[config.mk]
export PLATFORM = sky130hd
export DESIGN_NAME = jesv_queue
export DESIGN_NICKNAME = d
export VERILOG_FILES = /design/src/rtl/jesv_pkg.sv /design/src/rtl/jesv_queue.sv
export SDC_FILE = /design/constraint.sdc
export NUM_CORES = 1
export LEC_CHECK = 0
export ABC_AREA = 0
export BUFFER_PORTS_ARGS = -buffer_cell sky130_fd_sc_hd__buf_2
export CAP_MARGIN = 20
export CORE_AREA = 10 10 133 135
export DETAILED_ROUTE_END_ITERATION = 12
export DIE_AREA = 0 0 143 145
export SYNTH_ARGS = -nofsm -noshare
export SYNTH_HDL_FRONTEND = slang
export SYNTH_SLANG_ARGS = --single-unit
[constraint.sdc]
create_clock -name clk -period 6.9 [get_ports clk]
set_input_delay 0 -clock clk [delete_from_list [all_inputs] [get_ports clk]]
set_output_delay 0 -clock clk [all_outputs]
set_load 0.02 [all_outputs]
[src/rtl/jesv_pkg.sv]
// Shared types, constants and helpers for the Julia escape smooth-value block.
// No dependencies.
package jesv_pkg;

  localparam int DIM_W   = 13;
  localparam int COORD_W = 32;
  localparam int NUM_W   = 38;   // (index * 3) << 24

  localparam logic signed [41:0] HALF3_Q24   = 42'sd25165824;
  localparam logic [63:0]        NORM_ESCAPE = 64'd30 << 48;

  localparam logic signed [31:0] C_RESET     = 32'sd0;
  localparam logic [12:0]        DIM_RESET   = 13'd1024;
  localparam logic [15:0]        LIMIT_RESET = 16'd256;

  localparam int EXP_TABLE_DEPTH_DEF = 1024;
  localparam int MAX_DIMENSION_DEF   = 4096;
  localparam int ITER_BITS_DEF       = 16;

  typedef enum logic [2:0] {
    REG_C_REAL = 3'd0,
    REG_C_IMAG = 3'd1,
    REG_WIDTH  = 3'd2,
    REG_HEIGHT = 3'd3,
    REG_LIMIT  = 3'd4
  } reg_index_t;

  typedef struct packed {
    logic signed [31:0] re;
    logic signed [31:0] im;
  } point_t;

  function automatic logic signed [31:0] sat32(input logic signed [41:0] v);
    logic signed [31:0] r;
    if (v > 42'sd2147483647) r = 32'sh7FFFFFFF;
    else if (v < -42'sd2147483648) r = 32'sh80000000;
    else r = v[31:0];
    return r;
  endfunction

endpackage

[src/rtl/jesv_queue.sv]
// Two-entry queue of start points between front and back end.
// Depends on jesv_pkg.
module jesv_queue (
  input  logic             clk,
  input  logic             rst,
  input  logic             push,
  input  jesv_pkg::point_t push_data,
  output logic             full,
  input  logic             pop,
  output logic             not_empty,
  output jesv_pkg::point_t pop_data
);

  jesv_pkg::point_t mem [2];
  logic wptr, rptr;
  logic [1:0] count;

  assign full      = (count == 2'd2);
  assign not_empty = (count != 2'd0);
  assign pop_data  = mem[rptr];

  always_ff @(posedge clk) begin
    if (push) mem[wptr] <= push_data;
  end

  always_ff @(posedge clk) begin
    if (rst) begin
      wptr  <= 1'b0;
      rptr  <= 1'b0;
      count <= '0;
    end else begin
      if (push) wptr <= ~wptr;
      if (pop)  rptr <= ~rptr;
      count <= count + 2'(push) - 2'(pop);
    end
  end

endmodule

==> results_dict.tcl, run 1 <==
set metrics [dict create \
    outcome "completed" \
    crit_required_ns 6.90 \
    rsz0062_at_grt "no" \
    cts-root-buf "clkbuf_16" \
    clockBufferDepth 2 \
    synthCells 220 \
    setup_viol 0 \
    end_kind "output pin" \
    yosys_warnings 0 \
    synth-edff-count 128 \
    hp-class "input pin to flip-flop" \
    place_congestion 0.654 \
    grt_pass1_wl_microns 16400 \
    synth_top_area_share_pct 74.8 \
    leakage_nw 2.86 \
    maxSlewHeadroom_pct 40.1 \
    vias_per_cell 4.27 \
    grt_start_max_net_pins 65 \
    cp.arrival_ns 2.40 \
    wl_per_cell_microns 16.2 \
    layout-drive-gt1-share_pct 50.9 \
    dpl.hpwl_microns 6580 \
    dr.pass1.iters 4 \
    max_freq_ghz 0.416 \
    synth_area_sq_um 5140 \
    rows 45 \
    critical_path_class "flip-flop to output pin" \
    worstMarginPinSlew_ns 0.896 \
    drc 0 \
    cts.sinks 133 \
    startpoint_type "flip-flop" \
    multiInputGateArea_sq_um 1070 \
    clk_latency_ns 0.41 \
    synthMostInstantiatedCell "edfxtp_1" \
    first_iter_violations 98 \
    portBuffers 133 \
    ys_ff_latch 133 \
    routed_wl_microns 10300 \
    drv_cap 0 \
    syn2layout_area_growth_pct 39.3 \
    nNetsFinal 505 \
    grt_usage_pct 10.3 \
    cp_max_fo 34 \
    yosys-top-cells-area "edfxtp_1 75%, mux2_4 18%, buf_12 2.3%, dfxtp_1 1.9%, mux2_2 0.88%" \
    coreArea_sq_um 15000 \
    p_per_area_nw_per_um2 289 \
    grt_pass1_vias 3133 \
    synth_ff_type "edfxtp_1" \
    synth_async_sr_flop_share_pct 0 \
    fin_tns_setup_ns 0 \
    synthTopCellsByCount "128 x edfxtp_1, 60 x mux2_4, 6 x buf_12" \
    initial_utilization_pct 34.2 \
    ant_nets 0 \
    cts_tree "done" \
    die_w_microns 143 \
    power.total_mw 2.07 \
    fill_cells 1282 \
    antenna_found_initial 0 \
    min_period_ns 2.40 \
    maxSlewViolCount 0 \
    ys_seq_area_share_pct 76.7 \
    hold_viol 0 \
    syn_avg_cell_area_sq_um 23.4 \
    max-vdd-ir-drop_v 0.000142 \
    cts_buffers 17 \
    cts.clk_slew.worst_paths_ns 0.06 \
    die_y_microns 145 \
    dieArea_sq_um 20700 \
    cts.repair.resized 0 \
    via_count 2722 \
    finalCritPeriodShare_pct 34.8 \
    synth_area_leader_cell "edfxtp_1" \
    cts_htree_levels 4 \
    finClkSkew_ns 0.00741 \
    regArea_sq_um 3950 \
    cts_post_setup_buffers_inserted 0 \
    io_pins 134 \
    synth_nets 290 \
    synthDistinctLibCells 14 \
    gr-total-overflow 0 \
]
state kept, by name (all words and copies together), names as in the netlist, named ones only:
| register | flops |
|---|---|
| count | 2 |
| mem | 128 |
| rptr | 1 |
| wptr | 1 |
report_power, final:
group,internal [mW],switching [mW]
clock network,0.511,0.299
logic,0.145,0.142
registers,0.944,0.0245
layout by cell type, fill, tap and decap left out:
master	n
edfxtp_1	128
clkinv_2	4
diode_2	1
mux2_4	60
dlygate4sd3_1	68
bufinv_16	1
clkbuf_16	17
xnor2_1	2
inv_1	2
clkbuf_8	2
mux2_2	4
nor2b_1	2
xnor3_1	1
dfxtp_4	1
and2_4	1
nor2_1	4
buf_4	2
buf_2	133
nor2b_4	1
dfxtp_1	4
or2_2	1
clkinvlp_4	1
clkbuf_1	7
ha_1	2
kinds of logic (layout without fill, tap and decap cells):
family / Yosys count / in the layout / share of synthesized area, %
adder cells (fa/ha/maj): 2 / 2 / 0.487
multiplexers: 64 / 64 / 18.4
XOR/XNOR: 3 / 3 / 0.779
buffers and inverters: 9 / 237 / 2.70
other: 0 / 1 / 0
flip-flops: 133 / 133 / 76.7
AND/OR/NAND/NOR: 9 / 9 / 0.901
final cells by class:
type,instances,area share [%]
Sequential cell,133,55.1
Timing Repair Buffer,203,19.0
Multi-Input combinational cell,78,14.9
Clock buffer,26,6.69
Tap cell,188,3.29
Clock inverter,6,0.804
Inverter,2,0.105
Antenna cell,1,0.0350
routing by layer:
layer | part of all wire, % | up-vias | GRT usage, %
met5 | 0 | - | 0
met4 | 1.9 | 0 | 4.95
met1 | 39 | 1316 | 10.8
met2 | 51 | 95 | 17.0
met3 | 8.3 | 16 | 4.86
li1 | - | 1295 | -
metrics by stage:
| stage | hold slack, ns | instances | worst slack, ns | area [sq um] | utilization (%) |
|---|---|---|---|---|---|
| after floorplan | 0.0716 | 220 | 3.23 | 5140 | - |
| after global placement | 0.188 | 536 | 4.84 | 5940 | 39.5 |
| after detailed placement | 0.191 | 536 | 4.81 | 5940 | 39.5 |
| after CTS | 0.289 | 636 | 4.42 | 7160 | 47.6 |
| after global routing | 0.301 | 636 | 4.35 | 7160 | 47.6 |
| final | 0.312 | 637 | 4.50 | 7160 | 47.6 |
timing repair:
| item | 4_1_cts | 5_1_grt |
|---|---|---|
| endpoints found under the hold margin | 133 | 0 |
| hold buffers | 68 | 0 |
| setup endpoints to repair | 0 | 0 |
critical path, stage by stage (launching register included):
cell and delay [ns]:
dfxtp_4 0.79, buf_4 0.61, mux2_2 0.40, buf_2 0.16
path summary, 6_finish.rpt:
| kind | from | end | cells past startpoint | slack [ns] |
|---|---|---|---|---|
| max | flip-flop | pop_data[63] | 3 | 4.50 |
| min | push_data[30] | mem[1][30] | 2 | 0.31 |
| max reg2reg | wptr | mem[0][20] | 2 | 4.88 |
| min reg2reg | rptr | rptr | 2 | 0.52 |
Note: power is estimated with default switching activity, not from simulation.
==> run 2: changes to the inputs <==
--- a/config.mk
+++ b/config.mk
@@ -5,7 +5,7 @@
 export SDC_FILE = /design/constraint.sdc
 export NUM_CORES = 1
 export LEC_CHECK = 0
-export ABC_AREA = 0
+export ABC_AREA = 1
 export BUFFER_PORTS_ARGS = -buffer_cell sky130_fd_sc_hd__buf_2
 export CAP_MARGIN = 20
 export CORE_AREA = 10 10 133 135
==> constraint.sdc (replaced) <==
create_clock -name clk -period 2.5 [get_ports clk]
set_input_delay 0 -clock clk [delete_from_list [all_inputs] [get_ports clk]]
set_output_delay 0 -clock clk [all_outputs]
set_load 0.02 [all_outputs]
==> run 2 against run 1 <==
- wire length is 1.6% lower
- synthesized cell count grew 4.5%
- critical path depth unchanged
- core utilization grew 1.0 points
- worst hold slack is essentially flat
- power grew to 2.8 times the previous value
- first-iteration DRC count up 28%
- clock skew down 0.0022 ns
- cell area grew 2.1%
- combinational power grew to 2.7 times the previous value
- worst setup slack lost 3.7 ns
- register-to-register slack got worse by 4.1 ns
==> results_dict.tcl, run 2 <==
set metrics [dict create \
    outcome "completed" \
    cts.repair.resized 0 \
    rsz0062_at_grt "no" \
    io_pins 134 \
    cts_htree_levels 4 \
    synth_nets 300 \
    synthTopCellsByCount "128 x edfxtp_1, 60 x mux2_4, 8 x inv_1" \
    critPathMaxStageDelay_ns 0.39 \
    yosys_warnings 0 \
    final_cell_mix "133 x buf_2, 128 x edfxtp_1, 68 x dlygate4sd3_1" \
    hold_viol 0 \
    hold_ws_ns 0.312 \
    cts-root-buf "clkbuf_16" \
    max-vdd-ir-drop_v 0.000443 \
    coreArea_sq_um 15000 \
    via_count 2762 \
    syn_avg_cell_area_sq_um 22.4 \
    largest_reg_flops 128 \
    critical_path_class "flip-flop to output pin" \
    wl_per_cell_microns 15.6 \
    yosys-top-cells-area "edfxtp_1 75%, mux2_4 18%, buf_12 2.3%, dfxtp_1 1.9%, mux2_2 0.88%" \
    cts.sinks 133 \
    min_period_ns 1.74 \
    layout-drive-gt1-share_pct 50.8 \
    power.total_mw 5.88 \
    antenna_found_initial 1 \
    ant_nets 0 \
    cp.arrival_ns 1.74 \
    crit_chain "buf_12, mux2_2, buf_2" \
    dieArea_sq_um 20700 \
    place_congestion 0.658 \
    gr-total-overflow 0 \
    finalCritPeriodShare_pct 69.8 \
    cts_tree "done" \
    end_kind "output pin" \
    synthMostInstantiatedCell "edfxtp_1" \
    clk_latency_ns 0.41 \
    vias_per_cell 4.25 \
    final_common_cell "buf_2" \
    dr.pass1.iters 4 \
    setup_viol 0 \
    syn2layout_area_growth_pct 42.1 \
    synthCells 230 \
    synthDistinctLibCells 14 \
    synth_area_leader_cell "edfxtp_1" \
    die_w_microns 143 \
    hp-class "input pin to flip-flop" \
    finClkSkew_ns 0.00524 \
    leakage_nw 2.94 \
    dpl.hpwl_microns 6550 \
    drc 0 \
    p_per_area_nw_per_um2 803 \
    nNetsFinal 518 \
    fin_tns_setup_ns 0 \
    cp_max_fo 64 \
    synth-edff-count 128 \
    cts_buffers 17 \
    max_freq_ghz 0.573 \
    ys_ff_latch 133 \
    cts.clk_slew.worst_paths_ns 0.06 \
    synth_top_area_share_pct 74.7 \
    maxSlewHeadroom_pct 60.9 \
    grt_pass1_wl_microns 16200 \
    synth_ff_type "edfxtp_1" \
    worstMarginPinSlew_ns 0.585 \
    ys_seq_area_share_pct 76.7 \
    die_y_microns 145 \
    drv_cap 0 \
    grt_pass1_vias 3097 \
    fill_cells 1279 \
    grt_start_max_net_pins 65 \
    routed_wl_microns 10100 \
    maxSlewViolCount 0 \
    clockBufferDepth 2 \
    cpMaxStageDelayCell "mux2_2" \
    reg.largest.list "mem: 128 flops, count: 2 flops" \
    synth_async_sr_flop_share_pct 0 \
    synth_area_sq_um 5140 \
    largest-register "mem" \
    grt_usage_pct 10.2 \
    first_iter_violations 125 \
    rows 45 \
    crit_required_ns 2.50 \
    portBuffers 133 \
    initial_utilization_pct 34.2 \
    startpoint_type "flip-flop" \
]
## run 2: cell types whose count changed in the layout (fill, tap and decap cells not counted), moves of 4 or more
cell,change
inv_1,+5
nand2_1,+5
clkbuf_1,-4
buf_12,+5
## run 2: layout make-up
| cell class | instances | area (sq um) | share of cell area [%] |
|---|---|---|---|
| clock inverters | 9 | 125 | 1.71 |
| well taps | 188 | 235 | 3.22 |
| inverters | 8 | 30.0 | 0.411 |
| flip-flops and latches | 133 | 3950 | 54.0 |
| repair buffers | 206 | 1450 | 19.8 |
| clock buffers | 23 | 478 | 6.54 |
| diodes | 1 | 2.50 | 0.0342 |
| multi-input cells | 82 | 1050 | 14.3 |
## run 2: power by group
group / internal, mW / total [mW] / switching (mW)
sequential: 2.58 / 2.61 / 0.0296
combinational: 0.386 / 0.784 / 0.398
clock: 1.64 / 2.48 / 0.841
total: 4.61 / 5.88 / 1.27
## run 2: worst max-delay path, delay by kind of cell (launching register included)
family | cells | cell delay [ns]
mux | 1 | 0.39
buf+inv | 2 | 0.53
flops | 1 | 0.34
## run 2: per-layer routing
metal / global-route usage, % / part of all wire (%)
met5: 0 / 0
met4: 4.13 / 1.2
met3: 5.67 / 9.2
met2: 17.2 / 51
met1: 9.95 / 38
## run 2: per-stage QoR
step           area, sq um  util, %  setup slack [ns]  cells
3_5_place_dp          6030     40.1              1.03    549
5_1_grt               7310     48.6             0.676    650
2_1_floorplan         5150        -            0.0771    230
3_3_place_gp          6030     40.1              1.02    549
6_report              7310     48.6             0.755    650
4_1_cts               7310     48.6             0.718    649
## run 2: repair_timing
| action | 4_1_cts | 5_1_grt |
|---|---|---|
| hold buffers | 68 | 0 |
| buffers inserted | 0 | 0 |
| endpoints found under the hold margin | 133 | 0 |
## run 2: cells by family (layout without fill, tap and decap cells)
family,after synthesis,in the layout,synth area share [%]
DFF,133,133,76.7
muxes,64,64,18.4
buffers and inverters,15,246,3.14
and+or+nand+nor,14,14,1.07
adders and majority gates,2,2,0.486
AOI/OAI and AO/OA,1,1,0.0972
xor gates and xnor gates,1,1,0.170
other,0,1,0
## run 2: path summary, 6_finish.rpt
check        slack (ns)            to           from  depth (start not counted)
min                0.31    mem[0][36]  push_data[36]                          2
min reg2reg        0.52          rptr           rptr                          2
max reg2reg        0.81      count[0]       count[0]                          7
max                0.76  pop_data[63]      flip-flop                          3
==> run 3: changes to the inputs <==
==> constraint.sdc (replaced) <==
create_clock -name clk -period 1.6 [get_ports clk]
set_input_delay 0 -clock clk [delete_from_list [all_inputs] [get_ports clk]]
set_output_delay 0 -clock clk [all_outputs]
set_load 0.02 [all_outputs]
==> run 3 against run 2 <==
- cell area rose by 2.9%
- combinational power rose by 75%
- non-clock buffer count rose by 1
- power rose by 57%
- sequential share of layout area fell by 1.5 points
- critical endpoint is now pop_data[26]
- global-route usage rose by 0.33 points
- wire length rose by 5.5%
- worst setup slack got worse by 0.73 ns
- count of clock-buffer cells in the layout fell by 2
- via count rose by 0.65%
==> results_dict.tcl, run 3 (synthesized netlist as in run 2, its figures left out) <==
set metrics [dict create \
    antenna_found_initial 0 \
    r2r_start "count[0]" \
    cp.arrival_ns 1.58 \
    finalCritPeriodShare_pct 98.5 \
    dr.pass1.iters 4 \
    worstRegToRegCells 8 \
    crit_required_ns 1.60 \
    power.total_mw 9.22 \
    reg.largest.list "mem: 128 flops, count: 2 flops" \
    rows 45 \
    end_kind "output pin" \
    setup_viol 0 \
    syn2layout_area_growth_pct 46.2 \
    cts_tree "done" \
    cts-root-buf "clkbuf_16" \
    leakage_nw 3.01 \
    cpMaxStageDelayCell "dfxtp_4" \
    layout-drive-gt1-share_pct 50.6 \
    coreArea_sq_um 15000 \
    ant_nets 0 \
    cts_htree_levels 4 \
    fill_cells 1254 \
    rsz0062_at_grt "yes" \
    io_pins 134 \
    max-vdd-ir-drop_v 0.000630 \
    hold_depth 2 \
    dpl.hpwl_microns 6810 \
    place_area_sq_um 6040 \
    cts.sinks 133 \
    nNetsFinal 519 \
    cp_max_fo 38 \
    grt_pass1_vias 3225 \
    hold_viol 0 \
    vias_per_cell 4.28 \
    outcome "completed" \
    final_common_cell "edfxtp_1" \
    place_congestion 0.658 \
    grt_start_max_net_pins 54 \
    die_y_microns 145 \
    via_count 2780 \
    routed_wl_microns 10700 \
    final_area_sq_um 7520 \
    maxSlewHeadroom_pct 78.5 \
    hold_start "push_data[1]" \
    ff2ff_setup_slack_ns 0.31 \
    cts.clk_slew.worst_paths_ns 0.06 \
    maxSlewViolCount 0 \
    wl_per_cell_microns 16.4 \
    initial_utilization_pct 34.2 \
    die_w_microns 143 \
    fin_ws_ns 0.0235 \
    p_per_area_nw_per_um2 1230 \
    largest_reg_flops 128 \
    hp-class "input pin to flip-flop" \
    largest-register "mem" \
    min_period_ns 1.58 \
    pre_cts_slack_ns 0.310 \
    worstMarginPinSlew_ns 0.323 \
    startpoint_type "flip-flop" \
    drv_cap 0 \
    diodes 0 \
    clk_latency_ns 0.41 \
    grt_pass1_wl_microns 16800 \
    clockBufferDepth 2 \
    gr-total-overflow 0 \
    finClkSkew_ns 0.00551 \
    critical_path_class "flip-flop to output pin" \
    cts_buffers 17 \
    portBuffers 133 \
    dieArea_sq_um 20700 \
    max_freq_ghz 0.634 \
    crit_chain "buf_16, mux2_4, buf_2" \
    grt_usage_pct 10.5 \
    final_cell_mix "128 x edfxtp_1, 99 x buf_2, 68 x dlygate4sd3_1" \
    drc 0 \
    critPathMaxStageDelay_ns 0.38 \
    first_iter_violations 80 \
    hold_ws_ns 0.308 \
]
run 3: cell count changes in the layout (fill, tap and decap cells not counted), sizes merged:
cell    previous run  this run
clkinv             4         7
inv                8         7
buf              138       139
diode              1         0
clkbuf            23        21
run 3: layer usage:
metal / wire (microns) / track usage (%)
met1: 4320 / 11.2
met4: 181 / 4.64
met5: 0 / 0
met2: 5570 / 17.8
met3: 604 / 4.04
run 3: per-stage QoR:
step                      setup TNS (ns)  utilization (%)  std cells
after floorplan                   -12.51                -        230
after global placement                 0             40.2        550
final                                  0             50.0        650
after CTS                        -0.0233             49.0        650
after global routing              -0.522             50.0        650
after detailed placement               0             40.2        550
run 3: cell type report:
| type | instances | area [sq um] | share of cell area, % |
|---|---|---|---|
| clock inverter | 11 | 134 | 1.78 |
| timing repair buffer | 207 | 1670 | 22.3 |
| clock buffer | 21 | 440 | 5.85 |
| inverter | 8 | 33.8 | 0.449 |
| tap | 188 | 235 | 3.13 |
| sequential | 133 | 3950 | 52.5 |
| multi-input combinational | 82 | 1060 | 14.1 |
run 3: power breakdown:
| part | total [mW] | leakage, nW | internal (mW) | switching, mW |
|---|---|---|---|---|
| sequential | 4.08 | 1.24 | 4.03 | 0.0513 |
| combinational | 1.37 | 1.49 | 0.717 | 0.651 |
| clock | 3.77 | 0.280 | 2.43 | 1.34 |
run 3: worst max-delay path, delay by kind of cell (launching register included):
family   cells  cell delay (ns)
mux          1             0.33
buf+inv      2             0.43
flops        1             0.38
run 3: what timing repair did:
action	in CTS	in global routing
gates resized for setup	23	48
hold buffers	68	0
endpoints found under the setup margin	34	40
buffers inserted	0	0
endpoints found under the hold margin	133	0
run 3: path summary, 6_finish.rpt:
kind | end
worst max register to register | count[1]
worst max-delay path | pop_data[26]
worst min-delay path | mem[0][1]
worst min register to register | wptr
