===== config.mk =====
export PLATFORM = sky130hd
export DESIGN_NAME = jesv_front
export DESIGN_NICKNAME = d
export VERILOG_FILES = /design/src/rtl/jesv_pkg.sv /design/src/rtl/jesv_front.sv
export SDC_FILE = /design/constraint.sdc
export NUM_CORES = 1
export LEC_CHECK = 0
export BUFFER_PORTS_ARGS = -buffer_cell sky130_fd_sc_hd__clkbuf_2
export CORE_UTILIZATION = 59
export CTS_CLUSTER_DIAMETER = 50
export CTS_CLUSTER_SIZE = 12
export DETAILED_ROUTE_END_ITERATION = 10
export HOLD_SLACK_MARGIN = 0.08
export PLACE_DENSITY_LB_ADDON = 0.2
export SYNTH_ARGS = -nofsm -noshare
export SYNTH_HDL_FRONTEND = slang
export SYNTH_SLANG_ARGS = --single-unit

===== constraint.sdc =====
create_clock -name clk -period 8.6 [get_ports clk]
set_input_delay 0.86 -clock clk [delete_from_list [all_inputs] [get_ports clk]]
set_output_delay 0.86 -clock clk [all_outputs]
set_load 0.05 [all_outputs]

===== src/rtl/jesv_pkg.sv =====
// Shared types, constants and helpers for the Julia escape smooth-value block.
// No dependencies.
package jesv_pkg;

  localparam int DIM_W   = 13;
  localparam int COORD_W = 32;
  localparam int NUM_W   = 38;   // (index * 3) << 24

  localparam logic signed [41:0] HALF3_Q24   = 42'sd25165824;
  localparam logic [63:0]        NORM_ESCAPE = 64'd30 << 48;

  localparam logic signed [31:0] C_RESET     = 32'sd0;
  localparam logic [12:0]        DIM_RESET   = 13'd1024;
  localparam logic [15:0]        LIMIT_RESET = 16'd256;

  localparam int EXP_TABLE_DEPTH_DEF = 1024;
  localparam int MAX_DIMENSION_DEF   = 4096;
  localparam int ITER_BITS_DEF       = 16;

  typedef enum logic [2:0] {
    REG_C_REAL = 3'd0,
    REG_C_IMAG = 3'd1,
    REG_WIDTH  = 3'd2,
    REG_HEIGHT = 3'd3,
    REG_LIMIT  = 3'd4
  } reg_index_t;

  typedef struct packed {
    logic signed [31:0] re;
    logic signed [31:0] im;
  } point_t;

  function automatic logic signed [31:0] sat32(input logic signed [41:0] v);
    logic signed [31:0] r;
    if (v > 42'sd2147483647) r = 32'sh7FFFFFFF;
    else if (v < -42'sd2147483648) r = 32'sh80000000;
    else r = v[31:0];
    return r;
  endfunction

endpackage


===== src/rtl/jesv_front.sv =====
// Front end: accepts pixel items and maps them to start points with two
// bit-serial dividers. Depends on jesv_pkg.
module jesv_front (
  input  logic                     clk,
  input  logic                     rst,
  input  logic                     in_valid,
  output logic                     in_stall,
  input  logic [11:0]              row_index,
  input  logic [11:0]              col_index,
  input  logic [jesv_pkg::DIM_W-1:0] dim_x,
  input  logic [jesv_pkg::DIM_W-1:0] dim_y,
  output logic                     push,
  input  logic                     full,
  output jesv_pkg::point_t         push_data
);

  typedef enum logic [1:0] {F_IDLE, F_DIV, F_PUSH} fstate_t;

  fstate_t state;
  logic [5:0] cnt;
  logic [jesv_pkg::NUM_W-1:0] numx, numy, qx, qy;
  logic [jesv_pkg::DIM_W-1:0] rx, ry;
  logic [jesv_pkg::DIM_W:0]   tx, ty;
  logic gex, gey;
  logic signed [41:0] x_wide, y_wide;

  assign in_stall = (state != F_IDLE);

  assign tx  = {rx, numx[jesv_pkg::NUM_W-1]};
  assign ty  = {ry, numy[jesv_pkg::NUM_W-1]};
  assign gex = tx >= {1'b0, dim_x};
  assign gey = ty >= {1'b0, dim_y};

  // start point from the quotients, saturated to Q8.24
  assign x_wide = $signed({4'b0, qx}) - jesv_pkg::HALF3_Q24;
  assign y_wide = jesv_pkg::HALF3_Q24 - $signed({4'b0, qy});
  assign push_data.re = jesv_pkg::sat32(x_wide);
  assign push_data.im = jesv_pkg::sat32(y_wide);
  assign push = (state == F_PUSH) && !full;

  always_ff @(posedge clk) begin
    if (rst) begin
      state <= F_IDLE;
      cnt   <= '0;
    end else begin
      case (state)
        F_IDLE: begin
          if (in_valid) begin
            numx  <= {14'(col_index) * 14'd3, 24'b0};
            numy  <= {14'(row_index) * 14'd3, 24'b0};
            rx    <= '0;
            ry    <= '0;
            cnt   <= '0;
            state <= F_DIV;
          end
        end
        F_DIV: begin
          rx   <= gex ? jesv_pkg::DIM_W'(tx - {1'b0, dim_x}) : tx[jesv_pkg::DIM_W-1:0];
          ry   <= gey ? jesv_pkg::DIM_W'(ty - {1'b0, dim_y}) : ty[jesv_pkg::DIM_W-1:0];
          qx   <= {qx[jesv_pkg::NUM_W-2:0], gex};
          qy   <= {qy[jesv_pkg::NUM_W-2:0], gey};
          numx <= numx << 1;
          numy <= numy << 1;
          cnt  <= cnt + 6'd1;
          if (cnt == 6'(jesv_pkg::NUM_W - 1)) state <= F_PUSH;
        end
        F_PUSH: begin
          if (!full) state <= F_IDLE;
        end
        default: state <= F_IDLE;
      endcase
    end
  end

endmodule


==> summary.log, run 1 <==
[clocking] CTS sink cnt 138
[drt] vias per inst 5.812
[clocking] cts-stage hold buffer count 0
[synthesis] area share of the largest cell type after synthesis 0.4449
[clocking] CTS clock-pin slew for the worst setup and hold paths 60 ps
[synthesis] Synth area leaders sky130_fd_sc_hd__edfxtp_1, sky130_fd_sc_hd__ha_1, sky130_fd_sc_hd__nor2_1, sky130_fd_sc_hd__xor2_1, sky130_fd_sc_hd__a21o_1
[drt] Pre-antenna DRT Iters 5
[power] power density over cell area 179.7 nW/um2
[synthesis] async set or reset register ratio after synthesis 0
[synthesis] mean area per synthesized cell 10.26 um2
[placed_design] number of port buffers 119
[synthesis] flop and latch count out of synthesis 138
[placed_design] routability cong. 0.8921
[clocking] root buffer cell sky130_fd_sc_hd__clkbuf_16
[power] Pleak 4.144 nW
[final_layout] footprint of the multi-input gates 4385 um2
[synthesis] count of yosys warnings during synthesis 0
[critical_path] data required time of the critical path 7740 ps
[power] worst ir drop on vdd 0.1484 mV
[timing] Sum Neg Setup Slack 0 ps
[timing] worst hold-check slack 441.1 ps
[clocking] number of clock buffers inserted by TritonCTS 17
[drt] remaining number of nets flagged by the antenna check after routing 0
[drt] Detailed Route WL 18010 um
[critical_path] arrival time reported for the critical path endpoint 4130 ps
[final_layout] Area growth syn-to-layout 15.44%
[synthesis] net count after synthesis 970
[power] Int Pwr 1.343 mW
[global_routing] largest net degree at the start of global routing 65
[global_routing] remaining global-route overflow 0
[clocking] number of buffers on the longest clock path 2
[timing] period utilisation layout 0.5802
[floorplanning] floorplan die height 124.0 um
[critical_path] Worst R2R Start rx[4]
[hold_path] Hold Path Sink qx[37]
[floorplanning] placeable core region 14530 um2
[drt] met2 wirelength from detailed routing 8267 um
[synthesis] cell type contributing the most total cell area after synthesis sky130_fd_sc_hd__edfxtp_1
[synthesis] Synth Area in Simple Gates 0.1650
[placed_design] worst slack after detailed placement 4157 ps
[synthesis] proportion of synthesized area in mux cells 0.02752
[synthesis] post-synth design cell area 8775 um2
[final_layout] number of nets in the layout 1091
[clocking] buffers inserted by post-CTS timing repair 0
[power] power share of the combinational group 0.164
[synthesis] number of synthesized flops with an enable pin 130
[drt] met1 layer wirelength in the final routing 8372 um
[timing] setup-violating endpoint count in the final report 0
[timing] Slew headroom 0.2816
[synthesis] adder-cell share of the synthesized area 0.09040
[hold_path] startpoint of the tightest hold check path qx[36]
[clocking] total of cells resized after clock tree synthesis 0
[critical_path] worst reg-to-reg setup slack 5530 ps
[final_layout] layout cells sized above 1 0.1860
[drt] First DRT Iteration DRCs 607
[placed_design] sum of net half-perimeters after detailed placement 12730 um
[flow_run] max capacitance violation total 0
[clocking] clock tree from TritonCTS built
[critical_path] r2r worst-path depth 10
[status] status finished clean
[timing] Max Fclk 200.4 MHz
[timing] post-route worst setup slack 3610 ps
[floorplanning] Die Width 124.0 um
[final_layout] filler-free cell count of the finished design 1173
[timing] transition time of the tightest slew-check pin 1077 ps
[drt] top layer reached by signal wires met4
[final_layout] Seq. cell area 4064 um2
[clocking] count of H-tree levels built during CTS 4
[global_routing] antenna violations before repair 0
[synthesis] gate count after technology mapping 855
[hold_path] Tightest Hold Check Type flip-flop to flip-flop
[synthesis] most instantiated flip-flop cell in the synthesis netlist sky130_fd_sc_hd__edfxtp_1
[global_routing] via count of the first global-routing pass 6152
[timing] Tmin final 4990 ps
[synthesis] Netlist cell types 67
[floorplanning] std cell rows 44
[critical_path] Setup crit end kind output port
[drt] WL per Instance 15.35 um
[critical_path] type of element launching the critical path flip-flop
[timing] final count of pins violating max slew 0
[timing] setup repair after global routing missed its margin no
[power] power share of the clock group 0.391
[floorplanning] Die ar. 15360 um2
[drt] total met3 wirelength after detailed routing 981 um
[final_layout] core utilization of the finished layout 0.6970
[drt] via count of the routed design 6817
[timing] count of final hold-check violations 0
[drt] post-detailed-route DRC marker count 0
[global_routing] wire length of the first global-routing pass 28810 um
[floorplanning] Ports 120
[clocking] source-to-sink clock delay at the later pin of the worst-skew pair 430 ps
[power] share of total power consumed by net switching 0.2622
[synthesis] post-synthesis compound-gate area fraction 0.1510
[final_layout] count of filler cells inserted in the layout 1125
[hold_path] cell count of the worst hold path 0
[synthesis] largest family of logic cells by synthesized area simple AND/OR/NAND/NOR gates
[power] Sequential Power Share 0.445
[critical_path] maximum fanout along the worst path 17
[global_routing] Global Route Usage Sum 0.2439
[critical_path] capture instance of the worst register-to-register path rx[3]
[final_layout] diode insertion count for antenna repair 0
[critical_path] Worst Path Class, Setup flip-flop to output port
[synthesis] Synth Area in XOR/XNOR 0.06189
[power] switching power summed over all nets 0.4773 mW
[timing] Layout Skew 9.357 ps
[placed_design] placed cell count 1141
[synthesis] fraction of the yosys area taken by sequential cells 0.4631
[floorplanning] effective utilization at floorplan 0.6037
[power by group through the flow]
stage,registers [mW],clock network (mW),logic (mW)
after detailed placement,0.824,0,0.297
after global placement,0.822,0,0.291
final,0.810,0.712,0.298
after CTS,0.810,0.718,0.300
after global routing,0.815,0.747,0.337
after floorplan,0.817,0,0.231
[sequential cells by signal (all words and copies together) (netlist names)]
| register | cells |
|---|---|
| cnt | 6 |
| numx | 14 |
| numy | 14 |
| qx | 38 |
| qy | 38 |
| rx | 13 |
| ry | 13 |
| state | 2 |
[synthesized netlist by cell type (12+ instances only)]
cell	number
sky130_fd_sc_hd__o21ai_0	30
sky130_fd_sc_hd__mux2i_1	23
sky130_fd_sc_hd__ha_1	57
sky130_fd_sc_hd__nor2b_1	15
sky130_fd_sc_hd__xnor2_1	23
sky130_fd_sc_hd__xor2_1	39
sky130_fd_sc_hd__edfxtp_1	130
sky130_fd_sc_hd__nand4_1	19
sky130_fd_sc_hd__nand2_1	51
sky130_fd_sc_hd__nor2_1	105
sky130_fd_sc_hd__a21oi_1	45
sky130_fd_sc_hd__o22ai_1	16
sky130_fd_sc_hd__a21o_1	33
sky130_fd_sc_hd__nor3_1	30
sky130_fd_sc_hd__o31ai_1	15
sky130_fd_sc_hd__inv_1	63
sky130_fd_sc_hd__or3_1	12
[worst max path at each step]
stage / startpoint / end / slack [ps] / cells after the start
2_1_floorplan: rst / qx[0] / 3830 / 2
3_3_place_gp: qy[0] / push_data[0] / 4370 / 11
3_5_place_dp: qy[0] / push_data[14] / 4160 / 11
4_1_cts: qy[0] / push_data[0] / 3710 / 11
5_1_grt: qy[0] / push_data[10] / 3260 / 11
6_report: qy[0] / push_data[14] / 3610 / 11
[metal layers]
metal,up-vias,track usage
met1,3200,0.3231
met5,-,0
met4,0,0.08780
li1,3392,-
met2,192,0.3889
met3,33,0.06044
[layout make-up]
class / count / area share
clock buffer: 21 / 0.04348
clock inverter: 11 / 0.01235
inverter: 63 / 0.02334
multi-input combinational: 630 / 0.4329
sequential: 138 / 0.4012
tap: 184 / 0.02273
timing repair buffer: 126 / 0.06398
[logic make-up after synthesis]
logic type               after synthesis
AO/OA/AOI/OAI                        195
XOR/XNOR                              62
adder cells (fa/ha/maj)               61
buffers and inverters                 87
flip-flops                           138
multiplexers                          24
AND/OR/NAND/NOR                      288
[per-stage QoR]
stage,total power [mW],instance area (um2)
global placement,1.113,9564
CTS,1.828,10130
floorplan,1.048,8775
finish,1.821,10130
detailed placement,1.121,9564
global route,1.899,10130
[placed cells by master (no fill, tap or decap), types with 5 or more instances in the layout]
cell,Yosys,final
sky130_fd_sc_hd__nor2_1,105,102
sky130_fd_sc_hd__and3_1,5,5
sky130_fd_sc_hd__or2_2,7,7
sky130_fd_sc_hd__a211oi_1,5,5
sky130_fd_sc_hd__xnor2_1,23,23
sky130_fd_sc_hd__clkbuf_2,0,119
sky130_fd_sc_hd__ha_1,57,57
sky130_fd_sc_hd__nor4_1,5,5
sky130_fd_sc_hd__o31ai_1,15,15
sky130_fd_sc_hd__a21oi_1,45,45
sky130_fd_sc_hd__nand4_1,19,19
sky130_fd_sc_hd__nor2b_1,15,15
sky130_fd_sc_hd__dfxtp_1,8,8
sky130_fd_sc_hd__a21o_1,33,33
sky130_fd_sc_hd__o21a_1,10,10
sky130_fd_sc_hd__or3_1,12,12
sky130_fd_sc_hd__buf_4,2,7
sky130_fd_sc_hd__nand2_1,51,51
sky130_fd_sc_hd__nand3_1,10,10
sky130_fd_sc_hd__inv_1,63,63
sky130_fd_sc_hd__o22ai_1,16,16
sky130_fd_sc_hd__o21ai_0,30,30
sky130_fd_sc_hd__edfxtp_1,130,130
sky130_fd_sc_hd__clkbuf_16,0,17
sky130_fd_sc_hd__mux2i_1,23,23
sky130_fd_sc_hd__xor2_1,39,39
sky130_fd_sc_hd__nor3_1,30,30
sky130_fd_sc_hd__nand2b_1,7,6
[critical path: stages, from the launching register on]
cell and delay [ps]:
sky130_fd_sc_hd__edfxtp_1 440, sky130_fd_sc_hd__inv_1 140, sky130_fd_sc_hd__ha_1 200, sky130_fd_sc_hd__nor3b_1 480
sky130_fd_sc_hd__nand4_1 180, sky130_fd_sc_hd__o21ai_1 390, sky130_fd_sc_hd__nand2_1 130, sky130_fd_sc_hd__nor3_1 190
sky130_fd_sc_hd__a31oi_1 90, sky130_fd_sc_hd__a2111oi_4 970, sky130_fd_sc_hd__o22ai_1 180, sky130_fd_sc_hd__clkbuf_2 300
Note: power is estimated with default switching activity, not from simulation.
==> run 2, diff against run 1 <==
--- a/config.mk
+++ b/config.mk
@@ -5,8 +5,9 @@
 export SDC_FILE = /design/constraint.sdc
 export NUM_CORES = 1
 export LEC_CHECK = 0
+export ABC_AREA = 1
 export BUFFER_PORTS_ARGS = -buffer_cell sky130_fd_sc_hd__clkbuf_2
-export CORE_UTILIZATION = 59
+export CORE_UTILIZATION = 54
 export CTS_CLUSTER_DIAMETER = 50
 export CTS_CLUSTER_SIZE = 12
 export DETAILED_ROUTE_END_ITERATION = 10
==> constraint.sdc (replaced) <==
create_clock -name clk -period 4.3 [get_ports clk]
set_input_delay 0.43 -clock clk [delete_from_list [all_inputs] [get_ports clk]]
set_output_delay 0.43 -clock clk [all_outputs]
set_load 0.05 [all_outputs]
==> summary.log, run 2 <==
[status] status finished clean
[timing] Sum Neg Setup Slack 0 ps
[synthesis] most instantiated flip-flop cell in the synthesis netlist sky130_fd_sc_hd__edfxtp_1
[final_layout] most common library cell in the layout ignoring fill and taps sky130_fd_sc_hd__nand2_1
[floorplanning] placeable core region 17360 um2
[final_layout] filler-free cell count of the finished design 1560
[final_layout] core utilization of the finished layout 0.6357
[clocking] buffers inserted by post-CTS timing repair 0
[timing] final count of pins violating max slew 0
[floorplanning] Die Width 135.4 um
[timing] setup-violating endpoint count in the final report 0
[synthesis] flop and latch count out of synthesis 138
[drt] via count of the routed design 8161
[timing] setup repair after global routing missed its margin no
[synthesis] async set or reset register ratio after synthesis 0
[synthesis] Synth Area in XOR/XNOR 0.04831
[synthesis] adder-cell share of the synthesized area 0.08387
[synthesis] Netlist cell types 45
[final_layout] diode insertion count for antenna repair 0
[drt] remaining number of nets flagged by the antenna check after routing 0
[final_layout] registers with the most flip-flops qx (38), qy (38)
[power] Sequential Power Share 0.435
[clocking] cts-stage hold buffer count 0
[timing] Max Fclk 259.3 MHz
[timing] worst hold-check slack 278.1 ps
[clocking] number of clock buffers inserted by TritonCTS 17
[clocking] source-to-sink clock delay at the later pin of the worst-skew pair 430 ps
[critical_path] type of element launching the critical path flip-flop
[clocking] CTS sink cnt 138
[placed_design] number of port buffers 119
[floorplanning] effective utilization at floorplan 0.5536
[drt] WL per Instance 13.26 um
[final_layout] number of nets in the layout 1438
[global_routing] via count of the first global-routing pass 7321
[critical_path] Setup crit end kind output port
[synthesis] area share of the largest cell type after synthesis 0.4063
[drt] First DRT Iteration DRCs 530
[placed_design] placed cell count 1528
[synthesis] cell type contributing the most total cell area after synthesis sky130_fd_sc_hd__edfxtp_1
[synthesis] largest family of logic cells by synthesized area simple AND/OR/NAND/NOR gates
[synthesis] gate count after technology mapping 1200
[synthesis] most frequently used cell type in the post-synthesis netlist sky130_fd_sc_hd__nand2_1
[synthesis] Synth area leaders sky130_fd_sc_hd__edfxtp_1, sky130_fd_sc_hd__nand2_1, sky130_fd_sc_hd__ha_1, sky130_fd_sc_hd__inv_1, sky130_fd_sc_hd__nor2_1
[global_routing] largest net degree at the start of global routing 68
[drt] Pre-antenna DRT Iters 5
[flow_run] max capacitance violation total 0
[power] switching power summed over all nets 1.105 mW
[power] worst ir drop on vdd 0.2887 mV
[final_layout] layout cells sized above 1 0.1521
[critical_path] arrival time reported for the critical path endpoint 3430 ps
[synthesis] count of yosys warnings during synthesis 0
[synthesis] post-synth design cell area 9608 um2
[timing] transition time of the tightest slew-check pin 920.2 ps
[final_layout] Area growth syn-to-layout 14.85%
[synthesis] proportion of synthesized area in mux cells 0
[floorplanning] Ports 120
[power] power share of the clock group 0.385
[drt] vias per inst 5.231
[synthesis] post-synthesis compound-gate area fraction 0.09493
[final_layout] commonest cells after routing, fill and taps aside sky130_fd_sc_hd__nand2_1, sky130_fd_sc_hd__inv_1, sky130_fd_sc_hd__edfxtp_1, sky130_fd_sc_hd__nor2_1, sky130_fd_sc_hd__clkbuf_2
[global_routing] Global Route Usage Sum 0.2355
[critical_path] Crit path largest cell delay 480 ps
[critical_path] maximum fanout along the worst path 13
[clocking] CTS clock-pin slew for the worst setup and hold paths 60 ps
[power] share of total power consumed by net switching 0.2893
[synthesis] fraction of the yosys area taken by sequential cells 0.4230
[timing] Tmin final 3856 ps
[power] Int Pwr 2.713 mW
[drt] Detailed Route WL 20690 um
[clocking] number of buffers on the longest clock path 2
[synthesis] number of synthesized flops with an enable pin 130
[clocking] clock tree from TritonCTS built
[critical_path] data required time of the critical path 3870 ps
[power] power density over cell area 346.0 nW/um2
[global_routing] wire length of the first global-routing pass 34050 um
[critical_path] cell with the most instances on the worst path sky130_fd_sc_hd__nand2_1
[synthesis] net count after synthesis 1316
[clocking] count of H-tree levels built during CTS 4
[clocking] total of cells resized after clock tree synthesis 0
[hold_path] Tightest Hold Check Type primary input to flip-flop
[global_routing] remaining global-route overflow 0
[power] Pleak 4.948 nW
[timing] period utilisation layout 0.8967
[timing] count of final hold-check violations 0
[synthesis] list of most frequent post-synthesis cells sky130_fd_sc_hd__nand2_1, sky130_fd_sc_hd__inv_1, sky130_fd_sc_hd__nor2_1
[timing] Slew headroom 0.3848
[drt] post-detailed-route DRC marker count 0
[synthesis] mean area per synthesized cell 8.007 um2
[power] power share of the combinational group 0.179
[critical_path] CP cell instances inv_1 -> ha_1 -> inv_2 -> nor2_2 -> nand3_1 -> nor2_2 -> nand3b_1 -> nand2_1 -> nand2_1 -> nor4_2 -> nand3_1 -> nand2_1 -> clkbuf_2
[timing] Layout Skew 10.20 ps
[synthesis] Synth Area in Simple Gates 0.2787
[floorplanning] std cell rows 48
[clocking] root buffer cell sky130_fd_sc_hd__clkbuf_16
[placed_design] sum of net half-perimeters after detailed placement 15400 um
[critical_path] cell with the largest stage delay on the worst path sky130_fd_sc_hd__nand3_1
[floorplanning] floorplan die height 135.4 um
[floorplanning] Die ar. 18330 um2
[final_layout] count of filler cells inserted in the layout 1565
[global_routing] antenna violations before repair 0
[critical_path] Worst Path Class, Setup flip-flop to output port
[placed_design] routability cong. 0.9208
-- run 2: changes by cell type after synthesis, sizes merged, moves of 16 or more --
cell   previous run  this run
inv              63       151
o21ai            33        71
nand2            52       336
a21oi            46        65
mux2i            23         0
nor2            106       150
nand3            10        65
a21o             33         6
o31ai            16         0
-- run 2: per-stage QoR --
stage          setup slack [ps]  area (um2)  power (mW)
2_1_floorplan             745.1        9610       2.196
3_3_place_gp               1045       10440       2.359
3_5_place_dp              873.7       10440       2.370
4_1_cts                   400.3       11030       3.854
5_1_grt                   64.96       11030       4.012
6_report                  444.0       11030       3.818
-- run 2: kinds of logic after synthesis --
| family | Yosys count |
|---|---|
| buffers and inverters | 172 |
| XOR/XNOR | 53 |
| flip-flops | 138 |
| AND/OR/NAND/NOR | 610 |
| adder cells (fa/ha/maj) | 62 |
| AO/OA/AOI/OAI | 165 |
-- run 2: cell type report --
class	count	area [um2]	share of cell area
Tap cell	225	281.5	0.02551
Clock buffer	17	425.4	0.03855
Clock inverter	15	166.4	0.01508
Sequential cell	138	4064	0.3683
Inverter	151	569.3	0.05159
Multi-Input combinational cell	890	4882	0.4425
Timing Repair Buffer	124	645.6	0.05851
-- run 2: per-layer routing --
metal	vias up	global-route usage	routed length [um]
li1	4244	-	-
met1	3659	0.3125	9810
met2	223	0.3766	9472
met3	35	0.04265	924
met4	0	0.1030	479
met5	-	0	0
-- run 2: power by group through the flow --
stage / sequential [mW] / clock [mW] / combinational (mW)
detailed placement: 1.69 / 0 / 0.681
global route: 1.67 / 1.56 / 0.782
floorplan: 1.67 / 0 / 0.522
global placement: 1.69 / 0 / 0.672
finish: 1.66 / 1.47 / 0.684
CTS: 1.66 / 1.51 / 0.686
-- run 2: worst max-delay path: cells and delay by family, from the launching register on --
family,cells,cell delay [ps]
adders and majority gates,1,250
buffers and inverters,3,540
DFF,1,460
and+or+nand+nor,9,1770
-- run 2: path summary, 6_finish.rpt --
path	slack, ps	cells past startpoint	to	from
setup / recovery	440	13	push_data[12]	qy[0]
hold / removal	280	3	state[1]	full
setup reg to reg	1290	10	rx[2]	numx[37]
hold reg to reg	450	0	qy[27]	qy[26]
